==> src/rtl/fsde_pkg.sv <==
// Shared character codes, widths and BCD constants for the decimal expander.
`timescale 1ns / 1ps

package fsde_pkg;

    // Character codes recognised or produced by the expander.
    localparam logic [7:0] CHAR_NUL     = 8'd0;
    localparam logic [7:0] CHAR_ZERO    = 8'd48;
    localparam logic [7:0] CHAR_MINUS   = 8'd45;
    localparam logic [7:0] CHAR_PERCENT = 8'd37;
    localparam logic [7:0] CHAR_D       = 8'd100;

    // Width and ceiling of the reported string length.
    localparam int unsigned     LEN_WIDTH = 16;
    localparam logic [15:0]     LEN_MAX   = 16'hFFFF;

    // Double-dabble correction: a BCD digit of five or more gets three added before each shift.
    localparam logic [3:0] BCD_ADJ_LIMIT = 4'd5;
    localparam logic [3:0] BCD_ADJ       = 4'd3;

    typedef logic [7:0] char_t;

endpackage

==> src/rtl/format_string_decimal_expander_top.sv <==
// Top level of the format string decimal expander with its shared binary-to-BCD unit.
//
//  channel | direction | handshake           | payload
//  --------+-----------+---------------------+-----------------------------------------------
//  in      | to block  | in_valid / in_stall   | fmt_char, arg_value
//  out     | from block| out_valid / out_stall | out_byte, run_end, string_end, written_length
//
// An ordinary byte, a NUL or a literal after '%' is taken when the result register is free.
// A "%d" is accepted and converted by shift-and-add-three over the argument bits; then leading
// zeros are skipped, a sign is sent for a negative argument and the digits follow. The next
// transaction is taken only after the last digit has been sent.
// rst_n clears the control state asynchronously. No memory needs clearing after reset.
// A stalled result is held and conversion goes on behind it; only bytes that need it wait.
`timescale 1ns / 1ps

module format_string_decimal_expander_top #(
    parameter int ARG_WIDTH   = 32,
    parameter int COUNT_WIDTH = 16
) (
    input  logic                        clk,
    input  logic                        rst_n,
    input  logic                        in_valid,
    output logic                        in_stall,
    input  logic [7:0]                  fmt_char,
    input  logic signed [ARG_WIDTH-1:0] arg_value,
    output logic                        out_valid,
    input  logic                        out_stall,
    output logic [7:0]                  out_byte,
    output logic                        run_end,
    output logic                        string_end,
    output logic [fsde_pkg::LEN_WIDTH-1:0] written_length
);

    // Decimal digits needed for the largest magnitude, 2^(ARG_WIDTH-1).
    localparam int NDIG   = ((ARG_WIDTH - 1) * 30103) / 100000 + 1;
    localparam int BCD_W  = 4 * NDIG;
    localparam int ITER_W = $clog2(ARG_WIDTH);
    localparam int DIG_W  = $clog2(NDIG + 1);
    localparam int EXT_W  = COUNT_WIDTH + fsde_pkg::LEN_WIDTH;

    localparam logic [2:0] S_IDLE  = 3'd0;
    localparam logic [2:0] S_CONV  = 3'd1;
    localparam logic [2:0] S_SKIP  = 3'd2;
    localparam logic [2:0] S_SIGN  = 3'd3;
    localparam logic [2:0] S_DIGIT = 3'd4;

    logic [2:0]             state_reg, state_next;
    logic                   pending_reg, pending_next;
    logic [COUNT_WIDTH-1:0] count_reg, count_next;
    logic                   neg_reg, neg_next;
    logic [ARG_WIDTH-1:0]   bin_reg, bin_next;
    logic [BCD_W-1:0]       bcd_reg, bcd_next;
    logic [ITER_W-1:0]      iter_reg, iter_next;
    logic [DIG_W-1:0]       dig_left_reg, dig_left_next;

    logic                             out_valid_reg, out_valid_next;
    fsde_pkg::char_t                  out_byte_reg, out_byte_next;
    logic                             run_end_reg, run_end_next;
    logic                             string_end_reg, string_end_next;
    logic [fsde_pkg::LEN_WIDTH-1:0]   length_reg, length_next;

    logic                           in_fire;
    logic                           out_free;
    logic                           needs_slot;
    logic                           is_nul;
    logic                           is_percent;
    logic                           is_d;
    logic [COUNT_WIDTH-1:0]         count_inc;
    logic [EXT_W-1:0]               count_ext;
    logic [fsde_pkg::LEN_WIDTH-1:0] len_sat;
    logic [ARG_WIDTH-1:0]           magnitude;
    logic [BCD_W-1:0]               bcd_adj;
    logic [3:0]                     top_digit;
    logic [BCD_W-1:0]               bcd_shift_out;

    // Decode of the incoming format byte.
    assign is_nul     = (fmt_char == fsde_pkg::CHAR_NUL);
    assign is_percent = (fmt_char == fsde_pkg::CHAR_PERCENT);
    assign is_d       = (fmt_char == fsde_pkg::CHAR_D);

    // Only a swallowed '%' and the start of a conversion leave the result register alone.
    assign needs_slot = !((is_percent && !pending_reg) || (is_d && pending_reg && !is_nul));
    assign out_free   = !out_valid_reg || !out_stall;
    assign in_stall   = (state_reg != S_IDLE) || (needs_slot && !out_free);
    assign in_fire    = in_valid && !in_stall;

    // Saturating byte count and the length reported with the NUL.
    assign count_inc = (count_reg == {COUNT_WIDTH{1'b1}}) ? count_reg
                                                          : count_reg + COUNT_WIDTH'(1);
    assign count_ext = EXT_W'(count_inc);
    assign len_sat   = (count_ext > EXT_W'(fsde_pkg::LEN_MAX)) ? fsde_pkg::LEN_MAX
                                                                : count_ext[fsde_pkg::LEN_WIDTH-1:0];

    // Magnitude of the argument; the most negative value comes out exact as unsigned.
    assign magnitude = arg_value[ARG_WIDTH-1] ? (~arg_value + ARG_WIDTH'(1)) : arg_value;

    // Shared BCD unit: every digit of five or more is corrected before the shift.
    always_comb
    begin
        bcd_adj = bcd_reg;
        for (int i = 0; i < NDIG; i++)
        begin
            if (bcd_reg[4*i +: 4] >= fsde_pkg::BCD_ADJ_LIMIT)
            begin
                bcd_adj[4*i +: 4] = bcd_reg[4*i +: 4] + fsde_pkg::BCD_ADJ;
            end
        end
    end

    assign top_digit     = bcd_reg[BCD_W-1 -: 4];
    assign bcd_shift_out = {bcd_reg[BCD_W-5:0], 4'b0000};

    // Sequencer and result register.
    always_comb
    begin
        state_next      = state_reg;
        pending_next    = pending_reg;
        count_next      = count_reg;
        neg_next        = neg_reg;
        bin_next        = bin_reg;
        bcd_next        = bcd_reg;
        iter_next       = iter_reg;
        dig_left_next   = dig_left_reg;
        out_valid_next  = out_valid_reg && out_stall;
        out_byte_next   = out_byte_reg;
        run_end_next    = run_end_reg;
        string_end_next = string_end_reg;
        length_next     = length_reg;

        unique case (state_reg)
            S_IDLE:
            begin
                if (in_fire)
                begin
                    if (is_nul)
                    begin
                        out_valid_next  = 1'b1;
                        out_byte_next   = fsde_pkg::CHAR_NUL;
                        run_end_next    = 1'b1;
                        string_end_next = 1'b1;
                        length_next     = len_sat;
                        pending_next    = 1'b0;
                        count_next      = '0;
                    end
                    else if (pending_reg && is_d)
                    begin
                        pending_next = 1'b0;
                        neg_next     = arg_value[ARG_WIDTH-1];
                        bin_next     = magnitude;
                        bcd_next     = '0;
                        iter_next    = ITER_W'(ARG_WIDTH - 1);
                        state_next   = S_CONV;
                    end
                    else if (is_percent && !pending_reg)
                    begin
                        pending_next = 1'b1;
                    end
                    else
                    begin
                        pending_next    = 1'b0;
                        out_valid_next  = 1'b1;
                        out_byte_next   = fmt_char;
                        run_end_next    = 1'b1;
                        string_end_next = 1'b0;
                        length_next     = '0;
                        count_next      = count_inc;
                    end
                end
            end
            S_CONV:
            begin
                bcd_next = {bcd_adj[BCD_W-2:0], bin_reg[ARG_WIDTH-1]};
                bin_next = {bin_reg[ARG_WIDTH-2:0], 1'b0};
                if (iter_reg == '0)
                begin
                    dig_left_next = DIG_W'(NDIG);
                    state_next    = S_SKIP;
                end
                else
                begin
                    iter_next = iter_reg - ITER_W'(1);
                end
            end
            S_SKIP:
            begin
                // Drop leading zeros, always keeping the last digit.
                if ((top_digit == 4'd0) && (dig_left_reg > DIG_W'(1)))
                begin
                    bcd_next      = bcd_shift_out;
                    dig_left_next = dig_left_reg - DIG_W'(1);
                end
                else
                begin
                    state_next = neg_reg ? S_SIGN : S_DIGIT;
                end
            end
            S_SIGN:
            begin
                if (out_free)
                begin
                    out_valid_next  = 1'b1;
                    out_byte_next   = fsde_pkg::CHAR_MINUS;
                    run_end_next    = 1'b0;
                    string_end_next = 1'b0;
                    length_next     = '0;
                    count_next      = count_inc;
                    state_next      = S_DIGIT;
                end
            end
            S_DIGIT:
            begin
                if (out_free)
                begin
                    out_valid_next  = 1'b1;
                    out_byte_next   = fsde_pkg::CHAR_ZERO + {4'b0000, top_digit};
                    run_end_next    = (dig_left_reg == DIG_W'(1));
                    string_end_next = 1'b0;
                    length_next     = '0;
                    count_next      = count_inc;
                    bcd_next        = bcd_shift_out;
                    dig_left_next   = dig_left_reg - DIG_W'(1);
                    if (dig_left_reg == DIG_W'(1))
                    begin
                        state_next = S_IDLE;
                    end
                end
            end
            default:
            begin
                state_next = S_IDLE;
            end
        endcase
    end

    // Control registers.
    always_ff @(posedge clk or negedge rst_n)
    begin
        if (!rst_n)
        begin
            state_reg     <= S_IDLE;
            pending_reg   <= 1'b0;
            count_reg     <= '0;
            out_valid_reg <= 1'b0;
            iter_reg      <= '0;
            dig_left_reg  <= '0;
        end
        else
        begin
            state_reg     <= state_next;
            pending_reg   <= pending_next;
            count_reg     <= count_next;
            out_valid_reg <= out_valid_next;
            iter_reg      <= iter_next;
            dig_left_reg  <= dig_left_next;
        end
    end

    // Payload registers.
    always_ff @(posedge clk)
    begin
        neg_reg        <= neg_next;
        bin_reg        <= bin_next;
        bcd_reg        <= bcd_next;
        out_byte_reg   <= out_byte_next;
        run_end_reg    <= run_end_next;
        string_end_reg <= string_end_next;
        length_reg     <= length_next;
    end

    assign out_valid      = out_valid_reg;
    assign out_byte       = out_byte_reg;
    assign run_end        = run_end_reg;
    assign string_end     = string_end_reg;
    assign written_length = length_reg;

`ifndef SYNTH
    // The terminating NUL always closes the run of its transaction.
    assert property (@(posedge clk) disable iff (!rst_n)
        (out_valid && string_end) |-> run_end)
        else $error("string end without run end");

    // The length field is zero on every byte but the NUL.
    assert property (@(posedge clk) disable iff (!rst_n)
        (out_valid && !string_end) |-> (written_length == '0))
        else $error("length on a non-terminating byte");

    // Digit emission never runs past its last digit.
    assert property (@(posedge clk) disable iff (!rst_n)
        ((state_reg == S_DIGIT) || (state_reg == S_SIGN)) |-> (dig_left_reg != '0))
        else $error("digit counter exhausted");

    // A conversion finishing leaves the block busy for at least the digit phase.
    assert property (@(posedge clk) disable iff (!rst_n)
        ((state_reg == S_CONV) && (iter_reg == '0)) |=> (state_reg == S_SKIP))
        else $error("conversion did not hand over to digit phase");
`endif

endmodule

==> config.mk <==
export PLATFORM = sky130hd
export DESIGN_NAME = format_string_decimal_expander_top
export DESIGN_NICKNAME = d
export VERILOG_FILES = /design/src/rtl/fsde_pkg.sv /design/src/rtl/format_string_decimal_expander_top.sv
export SDC_FILE = /design/constraint.sdc
export NUM_CORES = 1
export LEC_CHECK = 0
export ABC_AREA = 1
export ABC_CLOCK_PERIOD_IN_PS = 4900
export BUFFER_PORTS_ARGS = -buffer_cell sky130_fd_sc_hd__buf_2
export CORE_MARGIN = 5
export CORE_UTILIZATION = 49
export DETAILED_ROUTE_END_ITERATION = 10
export PLACE_DENSITY_LB_ADDON = 0.15
export SLEW_MARGIN = 15
export SYNTH_ARGS = -nofsm -noshare
export SYNTH_HDL_FRONTEND = slang
export SYNTH_SLANG_ARGS = --single-unit
==> constraint.sdc <==
create_clock -name clk -period 4.9 [get_ports clk]
set_clock_uncertainty 0.05 [all_clocks]
set_input_delay 0.98 -clock clk [delete_from_list [all_inputs] [get_ports clk]]
set_output_delay 0.98 -clock clk [all_outputs]
set_load 0.05 [all_outputs]
==> results of run 1 <==
area by class of cell:
type	instances	area share
timing repair buffer	75	0.0429
multi-input combinational	689	0.393
tap	216	0.0301
clock inverter	15	0.0206
clock buffer	17	0.0474
inverter	122	0.0510
sequential	129	0.415
critical path, cell delays in order:
cell and delay (ns):
buf_2 0.11, nor2_1 0.13, inv_1 0.05, nor2_1 0.13, nand2_1 0.09, nand3_1 0.14, nand2_1 0.08, buf_2 0.22
cell usage after synthesis (all sizes together) (6+ instances only):
cell    instances  area (µm²)
clkbuf         14        53.8
nor3            6        41.3
nor2          135         514
o32ai           8        70.1
inv           122         458
o22ai          12        75.1
a21oi          21         105
ha             26         325
nand2         240         928
xor2           26         228
nand3          53         280
dfrtp          30         751
xnor2          11        96.3
edfxtp         99        2970
buf            12        78.8
nand4          16         100
o21ai         116         603
metrics by stage:
stage               std cells  total power, mW   util
detailed placement       1231             4.64  0.531
global route             1263             6.37  0.569
global placement         1231             4.59  0.531
finish                   1263             5.91  0.569
floorplan                 966             4.09      -
CTS                      1263             5.97  0.569
logic make-up (layout without fill, tap and decap cells):
| family | Yosys count | after routing | share of synthesized area |
|---|---|---|---|
| compound gates | 170 | 170 | 0.122 |
| xor+xnor | 37 | 37 | 0.0414 |
| buf+inv | 148 | 229 | 0.0755 |
| flops | 129 | 129 | 0.476 |
| fa+ha+maj | 26 | 26 | 0.0416 |
| simple gates | 456 | 456 | 0.244 |
power by group through the flow:
stage / clock network, mW / logic, mW / registers (mW)
finish: 1.30 / 2.45 / 2.17
global route: 1.39 / 2.76 / 2.22
CTS: 1.33 / 2.47 / 2.17
detailed placement: 0 / 2.45 / 2.19
global placement: 0 / 2.42 / 2.18
floorplan: 0 / 1.55 / 2.54
routing by layer:
metal	part of all wire	track usage	wire length [µm]
met2	0.46	0.301	7600
met5	0	0	0
met3	0.053	0.0411	879
met1	0.48	0.252	7910
met4	0.013	0.0577	223
path summary, 6_finish.rpt:
path | startpoint | endpoint | slack [ns] | cells after the start
min in group asynchronous | rst_n | dig_left_reg[0] | 0.56 | 1
max in group asynchronous | rst_n | state_reg[0] | 3.78 | 1
setup reg to reg | state_reg[2] | bcd_reg[15] | 2.14 | 8
hold / removal | iter_reg[0] | iter_reg[0] | 0.46 | 1
hold reg to reg | iter_reg[0] | iter_reg[0] | 0.46 | 1
setup / recovery | fmt_char[3] | in_stall | 1.94 | 8
==> metrics.md, run 1 <==
| Metric | Value |
|---|---|
| CP endpoint kind | `output pin` |
| Slew HR | `0.278` |
| H-tree depth | `4` |
| GRT Overall Usage | `0.187` |
| FF/Latch Area | `0.00372 mm²` |
| Cell Area, Synth | `0.00782 mm²` |
| Max Transition Viols Final | `0` |
| Largest net degree at the start of global routing | `63` |
| Clock sinks | `129` |
| Minimum clock period | `2.96 ns` |
| Total Wirelength | `16600 µm` |
| Port bufs | `71` |
| Post-DP HPWL | `11600 µm` |
| Clock buffer count from CTS | `17` |
| Post-CTS setup buffer count | `0` |
| # DRC | `0` |
| Unrepaired setup endpoints after global routing | `no` |
| RePlAce Congestion | `0.816` |
| Mapped Cells | `966` |
| Netlist cell types | `39` |
| Final setup violation count | `0` |
| Total grt overflow | `0` |
| Seq/Total Area, Yosys | `0.476` |
| Internal | `3.41 mW` |
| Pre-CTS setup slack | `1.75 ns` |
| Multi-input gate area | `0.00353 mm²` |
| Total of max-cap violations | `0` |
| Post-route cell area | `0.00898 mm²` |
| Die H | `136 µm` |
| Comb pwr share | `0.414` |
| Type of origin of the critical path | `primary input` |
| Site Rows | `46` |
| Crit Path Class | `in2out` |
| FFs w/ async S/R, synth | `0.233` |
| Starting Density | `0.496` |
| Status | `completed` |
| Share of cells above drive strength 1 | `0.132` |
| Static leakage | `3.99 nW` |
| Share of power burned in registers | `0.366` |
| DR WL/cell | `13.1 µm` |
| Pre-antenna DRT Iters | `5` |
| Commonest non-fill, non-tap cells in the layout | `233 x nand2_1, 131 x nor2_1, 118 x inv_1, 99 x edfxtp_1, 96 x o21ai_0` |
| Clock Latency Late Sink | `0.42 ns` |
| Die width | `136 µm` |
| Critical Path AT | `1.93 ns` |
| CP max FO | `3` |
| Fin nets | `1104` |
| Initial antenna violation count | `0` |
| Vias per cell | `5.12` |
| # IOs | `72` |
| Max clock buf depth | `2` |
| Worst hold path class | `reg2reg` |
| Fill cells | `1480` |
| Critical Path RT | `3.87 ns` |
| Top_reg_cell synth | `edfxtp_1` |
| Final setup TNS | `0 ns` |
| Switching part of the total | `0.424` |
| Most common cell after layout, fill and taps aside | `nand2_1` |
| Via Count | `6466` |
| Area post-placement | `0.00837 mm²` |
| Final worst setup slack | `1.94 ns` |
| Root Driver | `clkbuf_16` |
| Hold_ws | `0.456 ns` |
| Syn nets | `1036` |
| Post-CTS sizing | `0` |
| FMAX | `338 MHz` |
| First-pass GRT wire length | `27800 µm` |
| Max FFs per register | `40` |
| Switching power total | `2.51 mW` |
| Area Growth Syn to Fin | `14.8%` |
| N_diodes | `0` |
| Final Hold Viols | `0` |
| Antenna viol nets, final | `0` |
| Clock-pin slew on the worst setup and hold paths | `0.05 ns` |
| Die ar. | `0.0186 mm²` |
| Slew @ Worst Pin | `1.08 ns` |
| Clk network pwr share | `0.220` |
| Vias in the first global route | `5978` |
| CTS tree | `built` |
| Synth Area per Inst | `8.10 µm²` |
| Hold_buf cts | `0` |
| Post-synth EDFFs | `99` |
| Yosys warning count | `0` |
| DRT iter0 DRCs | `449` |
| Core area | `0.0158 mm²` |
| Seq cells post-synth | `129` |
| Worst vdd ir | `0.349 mV` |
| Tcrit/Tclk final | `0.604` |
| Power Density | `659 mW/mm²` |
Note: power is estimated with default switching activity, not from simulation.
==> inputs of run 2 (changes only) <==
ABC_CLOCK_PERIOD_IN_PS = 2500   (was 4900)
clock period = 2.5 ns   (was 4.9 ns; I/O delays follow)
==> metrics.md, run 2 (synthesis results as in run 1) <==
| Metric | Value |
|---|---|
| Status | `completed (unchanged)` |
| Clock sinks | `129 (unchanged)` |
| Critical Path RT | `1.95 ns (was 3.87 ns)` |
| Antenna viol nets, final | `0 (unchanged)` |
| Vias in the first global route | `6017 (was 5978)` |
| Post-route cell area | `0.00908 mm² (was 0.00898 mm²)` |
| Max clock buf depth | `2 (unchanged)` |
| GRT Overall Usage | `0.187 (about the same)` |
| Die width | `136 µm (unchanged)` |
| CTS tree | `built (unchanged)` |
| Slew @ Worst Pin | `0.713 ns (was 1.08 ns)` |
| Clock-pin slew on the worst setup and hold paths | `0.06 ns (was 0.05 ns)` |
| Total power | `11.6 mW (was 5.91 mW)` |
| First-pass GRT wire length | `27900 µm (was 27800 µm)` |
| Total of max-cap violations | `0 (unchanged)` |
| Starting Density | `0.496 (unchanged)` |
| Largest net degree at the start of global routing | `63 (unchanged)` |
| Site Rows | `46 (unchanged)` |
| Critical Path AT | `1.60 ns (was 1.93 ns)` |
| Post-CTS setup buffer count | `0 (unchanged)` |
| Clock buffer count from CTS | `17 (unchanged)` |
| Worst hold path class | `in2async (was reg2reg)` |
| Tcrit/Tclk final | `0.858` |
| CP endpoint kind | `output pin (unchanged)` |
| DRT iter0 DRCs | `597 (was 449)` |
| DR WL/cell | `13.0 µm (was 13.1 µm)` |
| Buf/Inv on CP | `2 (was 3)` |
| # IOs | `72 (unchanged)` |
| Total grt overflow | `0 (unchanged)` |
| CP max-delay cell | `dfrtp_1 (was buf_2)` |
| RePlAce Congestion | `0.840 (was 0.816)` |
| Post-CTS sizing | `0 (unchanged)` |
| Crit Path Class | `reg2out (was in2out)` |
| Max FFs per register | `40 (unchanged)` |
| Fin nets | `1111 (was 1104)` |
| Total Wirelength | `16600 µm (about the same)` |
| Final setup violation count | `0 (unchanged)` |
| H-tree depth | `4 (unchanged)` |
| Post-DP HPWL | `11500 µm (was 11600 µm)` |
| Area post-placement | `0.00849 mm² (was 0.00837 mm²)` |
| Most common cell after layout, fill and taps aside | `nand2_1 (unchanged)` |
| Max Transition Viols Final | `0 (unchanged)` |
| Die ar. | `0.0186 mm² (unchanged)` |
| Via Count | `6467 (was 6466)` |
| Power Density | `1280 mW/mm² (was 659 mW/mm²)` |
| FMAX | `466 MHz` |
| Max incr delay on CP | `0.44 ns (was 0.22 ns)` |
| Port bufs | `71 (unchanged)` |
| Worst vdd ir | `0.576 mV (was 0.349 mV)` |
| Initial antenna violation count | `0 (unchanged)` |
| Area Growth Syn to Fin | `16.1% (was 14.8%)` |
| Core area | `0.0158 mm² (unchanged)` |
| Hold_buf cts | `0 (unchanged)` |
| Hold_ws | `0.0743 ns (was 0.456 ns)` |
| Die H | `136 µm (unchanged)` |
| # DRC | `0 (unchanged)` |
| Final setup TNS | `0 ns (unchanged)` |
| Pre-antenna DRT Iters | `5 (unchanged)` |
| Minimum clock period | `2.15 ns` |
| Final Hold Viols | `0 (unchanged)` |
| Share of cells above drive strength 1 | `0.145 (was 0.132)` |
| Type of origin of the critical path | `flip-flop (was primary input)` |
| Ordered cell list for the critical path | `nor2_2 -> inv_2 -> nor2_4 -> nand2_1 -> buf_2 (was buf_2 -> nor2_1 -> inv_1 -> nor2_1 -> nand2_1 -> nand3_1 -> nand2_1 -> buf_2)` |
| Unrepaired setup endpoints after global routing | `no (unchanged)` |
| N_diodes | `0 (unchanged)` |
| Commonest non-fill, non-tap cells in the layout | `232 x nand2_1, 130 x nor2_1, 116 x inv_1, 99 x edfxtp_1, 94 x o21ai_0 (was 233 x nand2_1, 131 x nor2_1, 118 x inv_1, 99 x edfxtp_1, 96 x o21ai_0)` |
| Static leakage | `4.01 nW (was 3.99 nW)` |
| Slew HR | `0.524 (was 0.278)` |
| Clock Latency Late Sink | `0.42 ns (about the same)` |
| Root Driver | `clkbuf_16 (unchanged)` |
| CP max FO | `6 (was 3)` |
| CP top delay family | `simple AND/OR/NAND/NOR gates (unchanged)` |
| Vias per cell | `5.09 (was 5.12)` |
==> run 2: final cells by class <==
class / count / area [µm²]
Multi-Input combinational cell: 689 / 3550
Clock inverter: 13 / 140
Sequential cell: 129 / 3730
Fill cell: 1413 / 6690
Timing Repair Buffer: 82 / 488
Inverter: 122 / 458
Tap cell: 216 / 270
Clock buffer: 19 / 443
==> run 2: stage by stage <==
stage	instances	utilization	setup slack (ns)
global placement	1238	0.539	0.255
finish	1270	0.576	0.354
global route	1270	0.576	0.0909
floorplan	966	-	-0.0632
CTS	1270	0.576	0.329
detailed placement	1238	0.539	0.196
==> run 2: path summary, 6_finish.rpt <==
path / startpoint / end / slack [ns] / depth (start not counted)
worst max-delay path: state_reg[0] / in_stall / 0.35 / 5
worst min-delay path: rst_n / count_reg[14] / 0.07 / 1
worst max register to register: count_reg[0] / written_length[1] / 0.37 / 8
worst min register to register: iter_reg[4] / iter_reg[4] / 0.45 / 2
max in group asynchronous: rst_n / out_valid / 1.82 / 1
min in group clk: out_stall / out_valid / 0.28 / 3
==> run 2: power by group <==
part / total, mW / internal (mW) / switching, mW
logic: 4.98 / 1.50 / 3.47
registers: 4.23 / 3.73 / 0.504
clock network: 2.44 / 1.49 / 0.948
total: 11.6 / 6.72 / 4.92
==> run 2: worst reg2reg max path: stages, from the launching register on <==
cell,delay [ns]
dfrtp_1,0.46
ha_1,0.25
inv_1,0.05
nor2_1,0.20
nand2_1,0.14
inv_1,0.09
nand3_1,0.30
nand2_1,0.21
a21oi_1,0.10
==> run 2: per-layer routing <==
metal | share of wire | wire [µm] | GRT usage
met4 | 0.011 | 179 | 0.0577
met2 | 0.46 | 7690 | 0.304
met3 | 0.055 | 915 | 0.0444
met1 | 0.47 | 7780 | 0.250
met5 | 0 | 0 | 0
